--- config.mk ---
export PLATFORM = sky130hd
export DESIGN_NAME = ecn_probabilistic_marker
export DESIGN_NICKNAME = d
export VERILOG_FILES = /design/src/ecn_pm_pkg.sv /design/src/ecn_probabilistic_marker.sv
export SDC_FILE = /design/constraint.sdc
export NUM_CORES = 2
export LEC_CHECK = 0
export BUFFER_PORTS_ARGS = -buffer_cell sky130_fd_sc_hd__buf_4
export CAP_MARGIN = 10
export CORE_MARGIN = 8
export CORE_UTILIZATION = 59
export DETAILED_ROUTE_END_ITERATION = 6
export GPL_TIMING_DRIVEN = 0
export MAX_ROUTING_LAYER = met4
export PLACE_DENSITY = 0.78
export SLEW_MARGIN = 20
export SYNTH_ARGS = -nofsm -noshare
export SYNTH_HDL_FRONTEND = slang
export SYNTH_SLANG_ARGS = --single-unit
--- constraint.sdc ---
create_clock -name clk -period 10.7 [get_ports clk]
set_clock_uncertainty 0.1 [all_clocks]
set_input_delay 2.14 -clock clk [delete_from_list [all_inputs] [get_ports clk]]
set_output_delay 2.14 -clock clk [all_outputs]
set_load 0.005 [all_outputs]
--- src/ecn_pm_pkg.sv ---
// ecn_pm_pkg: item types, register map and constants of the ecn probabilistic marker
// depends on nothing; imported by ecn_probabilistic_marker
package ecn_pm_pkg;

  localparam int QB_W   = 24;
  localparam int PS_W   = 16;
  localparam int PROB_W = 11;
  localparam int LFSR_W = 32;
  localparam int ADDR_W = 5;
  localparam int DATA_W = 32;

  localparam logic [PROB_W-1:0] PROB_ONE  = 11'd1024;
  localparam logic [LFSR_W-1:0] LFSR_TAPS = 32'h8020_0003;
  localparam logic [LFSR_W-1:0] LFSR_ONE  = 32'h0000_0001;

  localparam logic [2:0] REG_LOW_THR  = 3'd0;
  localparam logic [2:0] REG_HIGH_THR = 3'd1;
  localparam logic [2:0] REG_MAX_PROB = 3'd2;
  localparam logic [2:0] REG_BYTE_LIM = 3'd3;
  localparam logic [2:0] REG_SEED     = 3'd4;

  typedef struct packed {
    logic [QB_W-1:0] queue_bytes;
    logic [PS_W-1:0] packet_size;
    logic            is_ipv4;
  } ecn_in_t;

  typedef struct packed {
    logic mark;
    logic drop;
  } ecn_out_t;

endpackage

--- src/ecn_probabilistic_marker.sv ---
// ecn_probabilistic_marker: red-style congestion mark and byte-limit drop decision
// depends on ecn_pm_pkg (item types, register map, lfsr taps)
//
// usage
//   in_*  : one item per arriving packet (queue occupancy, size, ipv4 flag),
//           accepted when in_valid is high and in_stall is low
//   out_* : one item per input item with mark and drop, in input order,
//           taken when out_valid is high and out_stall is low
//   apb   : five registers at byte addresses 0,4,8,12,16 (low threshold,
//           high threshold, max probability, byte limit, random seed);
//           pready is always high, writing the seed reloads the generator
// timing
//   an accepted item waits in the input register and its result is loaded into
//   the result register, which raises out_valid; one item per cycle is sustained
//   while out_stall is low, set by the single compute stage between the two
//   registers (one add, two subtracts, four compares, two small multiplies and
//   one wide compare, with the lfsr step in the same stage)
// reset
//   synchronous active-low reset empties both registers and loads the
//   register reset values; the generator restarts from 1
// stall
//   a stalled result holds; one more item is taken into the input register,
//   then in_stall rises until the result is taken
module ecn_probabilistic_marker
  import ecn_pm_pkg::*;
#(
  parameter int COUNT_BITS = 24,
  parameter int RAND_BITS  = 10
) (
  input  logic              clk,
  input  logic              rst_n,
  input  logic              in_valid,
  output logic              in_stall,
  input  ecn_in_t           in_data,
  output logic              out_valid,
  input  logic              out_stall,
  output ecn_out_t          out_data,
  input  logic              psel,
  input  logic              penable,
  input  logic              pwrite,
  input  logic [ADDR_W-1:0] paddr,
  input  logic [DATA_W-1:0] pwdata,
  output logic [DATA_W-1:0] prdata,
  output logic              pready
);

  localparam int CW    = (COUNT_BITS < QB_W) ? COUNT_BITS : QB_W;
  localparam int NB_W  = CW + 1;
  localparam int LP_W  = RAND_BITS + CW;
  localparam int RP_W  = PROB_W + CW;
  localparam int CMP_W = RAND_BITS + CW + PROB_W;

  // configuration registers
  logic [CW-1:0]     low_thr_r;
  logic [CW-1:0]     high_thr_r;
  logic [PROB_W-1:0] max_prob_r;
  logic [CW-1:0]     byte_lim_r;
  logic [LFSR_W-1:0] seed_r;
  logic [LFSR_W-1:0] lfsr_r;
  logic [LFSR_W-1:0] lfsr_nxt;

  // pipeline registers
  logic     s1_valid_r;
  ecn_in_t  s1_data_r;
  logic     out_valid_r;
  ecn_out_t out_data_r;
  ecn_out_t res_nxt;

  logic cfg_wr;
  logic seed_wr;
  logic out_fire;
  logic s1_move;
  logic in_fire;

  logic [NB_W-1:0]   nbytes;
  logic              le_low;
  logic              ge_high;
  logic              in_band;
  logic [CW-1:0]     span;
  logic [CW-1:0]     over;
  logic [LFSR_W-1:0] lfsr_step;
  logic [RAND_BITS-1:0] rnd;
  logic [PROB_W-1:0] pmax;
  logic [LP_W-1:0]   lhs_prod;
  logic [RP_W-1:0]   rhs_prod;
  logic [CMP_W-1:0]  lhs;
  logic [CMP_W-1:0]  rhs;

  // handshake
  assign cfg_wr   = psel && penable && pwrite;
  assign seed_wr  = cfg_wr && (paddr[4:2] == REG_SEED);
  assign out_fire = out_valid_r && !out_stall;
  assign s1_move  = s1_valid_r && (!out_valid_r || !out_stall);
  assign in_stall = s1_valid_r && !s1_move;
  assign in_fire  = in_valid && !in_stall;

  assign out_valid = out_valid_r;
  assign out_data  = out_data_r;
  assign pready    = 1'b1;

  // decision datapath
  assign nbytes  = {1'b0, s1_data_r.queue_bytes[CW-1:0]} + NB_W'(s1_data_r.packet_size);
  assign le_low  = nbytes <= {1'b0, low_thr_r};
  assign ge_high = nbytes >= {1'b0, high_thr_r};
  assign in_band = s1_data_r.is_ipv4 && !le_low && !ge_high;
  assign span    = high_thr_r - low_thr_r;
  assign over    = nbytes[CW-1:0] - low_thr_r;

  assign lfsr_step = {1'b0, lfsr_r[LFSR_W-1:1]} ^ (lfsr_r[0] ? LFSR_TAPS : '0);
  assign rnd       = lfsr_step[RAND_BITS-1:0];
  assign pmax      = (max_prob_r > PROB_ONE) ? PROB_ONE : max_prob_r;

  assign lhs_prod = {{CW{1'b0}}, rnd} * {{RAND_BITS{1'b0}}, span};
  assign rhs_prod = {{CW{1'b0}}, pmax} * {{PROB_W{1'b0}}, over};
  assign lhs      = {1'b0, lhs_prod, {(PROB_W-1){1'b0}}};
  assign rhs      = {rhs_prod, {RAND_BITS{1'b0}}};

  always_comb begin
    res_nxt.mark = s1_data_r.is_ipv4 && !le_low && (ge_high || (lhs < rhs));
    res_nxt.drop = nbytes > {1'b0, byte_lim_r};
  end

  always_comb begin
    lfsr_nxt = lfsr_r;
    if (seed_wr) begin
      lfsr_nxt = (pwdata == '0) ? LFSR_ONE : pwdata;
    end else if (s1_move && in_band) begin
      lfsr_nxt = lfsr_step;
    end
  end

  // control and configuration state
  always_ff @(posedge clk) begin
    if (!rst_n) begin
      s1_valid_r  <= 1'b0;
      out_valid_r <= 1'b0;
      low_thr_r   <= {{(CW-1){1'b1}}, 1'b0};
      high_thr_r  <= '1;
      max_prob_r  <= '0;
      byte_lim_r  <= '1;
      seed_r      <= LFSR_ONE;
      lfsr_r      <= LFSR_ONE;
    end else begin
      if (in_fire) begin
        s1_valid_r <= 1'b1;
      end else if (s1_move) begin
        s1_valid_r <= 1'b0;
      end
      if (s1_move) begin
        out_valid_r <= 1'b1;
      end else if (out_fire) begin
        out_valid_r <= 1'b0;
      end
      if (cfg_wr) begin
        unique case (paddr[4:2])
          REG_LOW_THR:  low_thr_r  <= pwdata[CW-1:0];
          REG_HIGH_THR: high_thr_r <= pwdata[CW-1:0];
          REG_MAX_PROB: max_prob_r <= pwdata[PROB_W-1:0];
          REG_BYTE_LIM: byte_lim_r <= pwdata[CW-1:0];
          REG_SEED:     seed_r     <= pwdata;
          default: ;
        endcase
      end
      lfsr_r <= lfsr_nxt;
    end
  end

  // payload registers
  always_ff @(posedge clk) begin
    if (in_fire) begin
      s1_data_r <= in_data;
    end
    if (s1_move) begin
      out_data_r <= res_nxt;
    end
  end

  // register readback
  always_comb begin
    unique case (paddr[4:2])
      REG_LOW_THR:  prdata = DATA_W'(low_thr_r);
      REG_HIGH_THR: prdata = DATA_W'(high_thr_r);
      REG_MAX_PROB: prdata = DATA_W'(max_prob_r);
      REG_BYTE_LIM: prdata = DATA_W'(byte_lim_r);
      REG_SEED:     prdata = seed_r;
      default:      prdata = '0;
    endcase
  end

  a_lfsr_nonzero: assert property (@(posedge clk) disable iff (!rst_n)
    lfsr_r != '0)
    else $error("lfsr reached the all-zero state");

  a_stall_only_full: assert property (@(posedge clk) disable iff (!rst_n)
    in_stall |-> (s1_valid_r && out_valid_r && out_stall))
    else $error("input stalled while the pipeline can move");

  a_lfsr_hold: assert property (@(posedge clk) disable iff (!rst_n)
    (!seed_wr && !(s1_move && in_band)) |=> $stable(lfsr_r))
    else $error("lfsr advanced without an in-band item");

  a_no_mark_non_ipv4: assert property (@(posedge clk) disable iff (!rst_n)
    (s1_move && !s1_data_r.is_ipv4) |=> !out_data_r.mark)
    else $error("mark set on a non-ipv4 item");

  a_high_marks: assert property (@(posedge clk) disable iff (!rst_n)
    (s1_move && s1_data_r.is_ipv4 && ge_high && !le_low) |=> out_data_r.mark)
    else $error("no mark at or above the high threshold");

endmodule

==> results.toml <==
[status]
status = "finished with violations"
violations = "negative setup slack"

[clocking]
clock_path_buffers = 2
cts_max_level = 4
cts.sinks = 192
cts_root_buf = "clkbuf_16"
numCtsBuffers = 17
cts_hold_buf = 0
cts_tree = "yes"
clkSlewWorstSetupHoldPaths_ns = 0.08
clk_latency_ns = 0.46

[pwr]
totalPowerFinal_mw = 2.901
vdd_drop_max_v = 0.0001218
power.density_nw_per_um2 = 92.79
p_leak_nw = 15.33

[synthesis]
ys_ff_latch = 192
async_flop_share = 0
netlist_instances = 3260
synth_area_sq_um = 27980
synth_ff_type = "dfxtp_1"
ys_seq_area_frac = 0.1528
synth.area.top_cells = "fa_1 27%, ha_1 13%, dfxtp_1 11%"
ys.warnings.count = 0
avgSynthCellArea_sq_um = 8.581
synth_top_area_frac = 0.2676
synth_nets = 4005
synth_largest_area_cell = "fa_1"
yosysUniqueCellTypes = 79
synth-edff-count = 43

[sta]
max_freq_mhz = 93.15
fin_crit_ns = 10.74
setup_viol = 1
slew_headroom = 0.1673
hold_viol_final = 0
rsz0062_at_grt = "yes"
drv_slew = 0
finalWorstSetupSlack_ns = -0.03577
tightest_slew_ns = 1.240
finalCritPeriodShare = 1.003

[cells_and_area]
final_cells = 4052
fin_nets = 4177
area_growth_pct = 11.76
layout_common_cells = "508 x nand2_1, 456 x inv_1, 373 x fa_1"
layout-drive-gt1-share = 0.09115
final_common_cell = "nand2_1"
nFillCells = 3791
insertedDiodeCount = 0

[drt]
wl_met3_um = 7831
top_layer = "met4"
wl_per_cell_um = 21.88
vias = 24700
drc_errors = 0
vias_per_cell = 6.096
antenna_left = 0
wl_met2_um = 40840
wl_um = 88650
dr.pass1.iters = 7
drt-met1-wl_um = 34040
drtIter0Drc = 2380

[floorplanning]
start_util = 0.5996
die_area_sq_um = 54640
num_io_pins = 122
die_x_um = 233.8
die_y_um = 233.8
num_rows = 79
core_region_area_sq_um = 46650

[global_routing]
grt_pass1_wl_um = 137200
grt_pass1_vias = 25590
antenna_found_initial = 1
grt.overflow.total = 0
grt_max_degree = 32
gr-usage-all-layers = 0.3349

[placed_design]
place_ws_ns = -1.743
dpl.hpwl_um = 71580
gp_congestion = 1.018
numPortBuffers = 116
dp_cells = 3984

[setup_path]
cp_slowest_cell = "fa_1"
worstPathRequired_ns = 10.81
cp_max_fo = 4
cp-start-kind = "register"
worstPathArrival_ns = 10.85
cp_common_cell = "fa_1"
endpoint_kind = "register"
path_class = "reg2reg"
slowest_delay_ns = 0.51

[run]
max-cap-violations = 0

[worst_hold_path]
hold_class = "reg2reg"
==> cells by family after synthesis <==
| family | after synthesis | synth area share |
|---|---|---|
| fa+ha+maj | 660 | 0.3955 |
| mux | 45 | 0.01610 |
| other cells | 1 | 0.0001340 |
| simple gates | 1044 | 0.1713 |
| flops | 192 | 0.1528 |
| compound gates | 598 | 0.1433 |
| xor+xnor | 127 | 0.04030 |
| buf+inv | 593 | 0.08059 |
==> metal layers <==
metal | track usage | up-vias
li1 | - | 11040
met4 | 0.2012 | 0
met5 | - | -
met3 | 0.04773 | 301
met2 | 0.5349 | 1327
met1 | 0.4025 | 12030
==> per-stage QoR <==
stage	hold slack (ns)	util	setup TNS [ns]	instance area (sq um)
finish	0.3627	0.6701	-0.03577	31270
global route	0.3909	0.6701	-0.4183	31270
CTS	0.3693	0.6596	0	30770
detailed placement	0.3574	0.6366	-1.743	29700
global placement	0.3474	0.6346	-1.426	29610
floorplan	0.3388	-	0	27980
==> where the power goes <==
group          total [mW]  leakage, nW  internal, mW  switching (mW)
Combinational        1.47         13.4         0.570           0.895
Sequential          0.767         1.62         0.757          0.0105
Clock               0.668        0.297         0.320           0.349
==> synthesized netlist by cell type, drive strengths merged (9+ instances only) <==
cell / n
a221o: 12
nor2: 169
edfxtp: 43
nand2: 508
dfxtp: 149
a31oi: 13
a211oi: 10
nor2b: 33
o211ai: 84
clkbuf: 127
o21bai: 11
a2111oi: 9
o21a: 22
nand3: 40
a21o: 69
o21ai: 99
a21oi: 142
xnor2: 83
and2: 143
fa: 374
inv: 458
a22oi: 26
nor3: 27
xor2: 44
and3: 22
mux2i: 45
a21boi: 48
nand2b: 40
nand4: 22
ha: 286
nor4: 13
==> repair_timing <==
item | in CTS | in global routing
endpoints found under the setup margin | 1 | 1
pin swaps | 21 | 48
buffers inserted | 14 | 24
resized for setup | 75 | 64
gates cloned | 0 | 0
==> worst max-delay path: cells and delay by family, from the launching register on <==
kind | cells | cell delay [ns]
fa+ha+maj | 10 | 3.91
xor+xnor | 3 | 0.70
simple gates | 9 | 1.50
compound gates | 17 | 3.72
buf+inv | 4 | 0.19
flops | 1 | 0.34
==> registers in the layout, summed over array words and instances, names as in the netlist <==
name        flops
max_prob_r     11
s1_valid_r      1
low_thr_r      24
out_valid       1
s1_data_r      41
out_data        2
high_thr_r     24
lfsr_r         32
byte_lim_r     24
seed_r         32
==> layout make-up <==
type | count | area, sq um | area share
sequential | 192 | 4274 | 0.1367
clock buffer | 17 | 425.4 | 0.01361
clock inverter | 15 | 186.4 | 0.005963
tap | 607 | 759.5 | 0.02429
inverter | 459 | 1723 | 0.05511
multi-input combinational | 2475 | 22140 | 0.7080
buffer | 133 | 591.8 | 0.01893
timing repair buffer | 154 | 1169 | 0.03738
==> final timing paths <==
kind	end	from	depth (start not counted)	slack (ns)
worst max register to register	out_data[1]	s1_data_r[17]	43	-0.04
worst min register to register	seed_r[24]	seed_r[24]	2	0.36
worst max-delay path	out_data[1]	s1_data_r[17]	43	-0.04
worst min-delay path	seed_r[24]	seed_r[24]	2	0.36
Note: power is estimated with default switching activity, not from simulation.
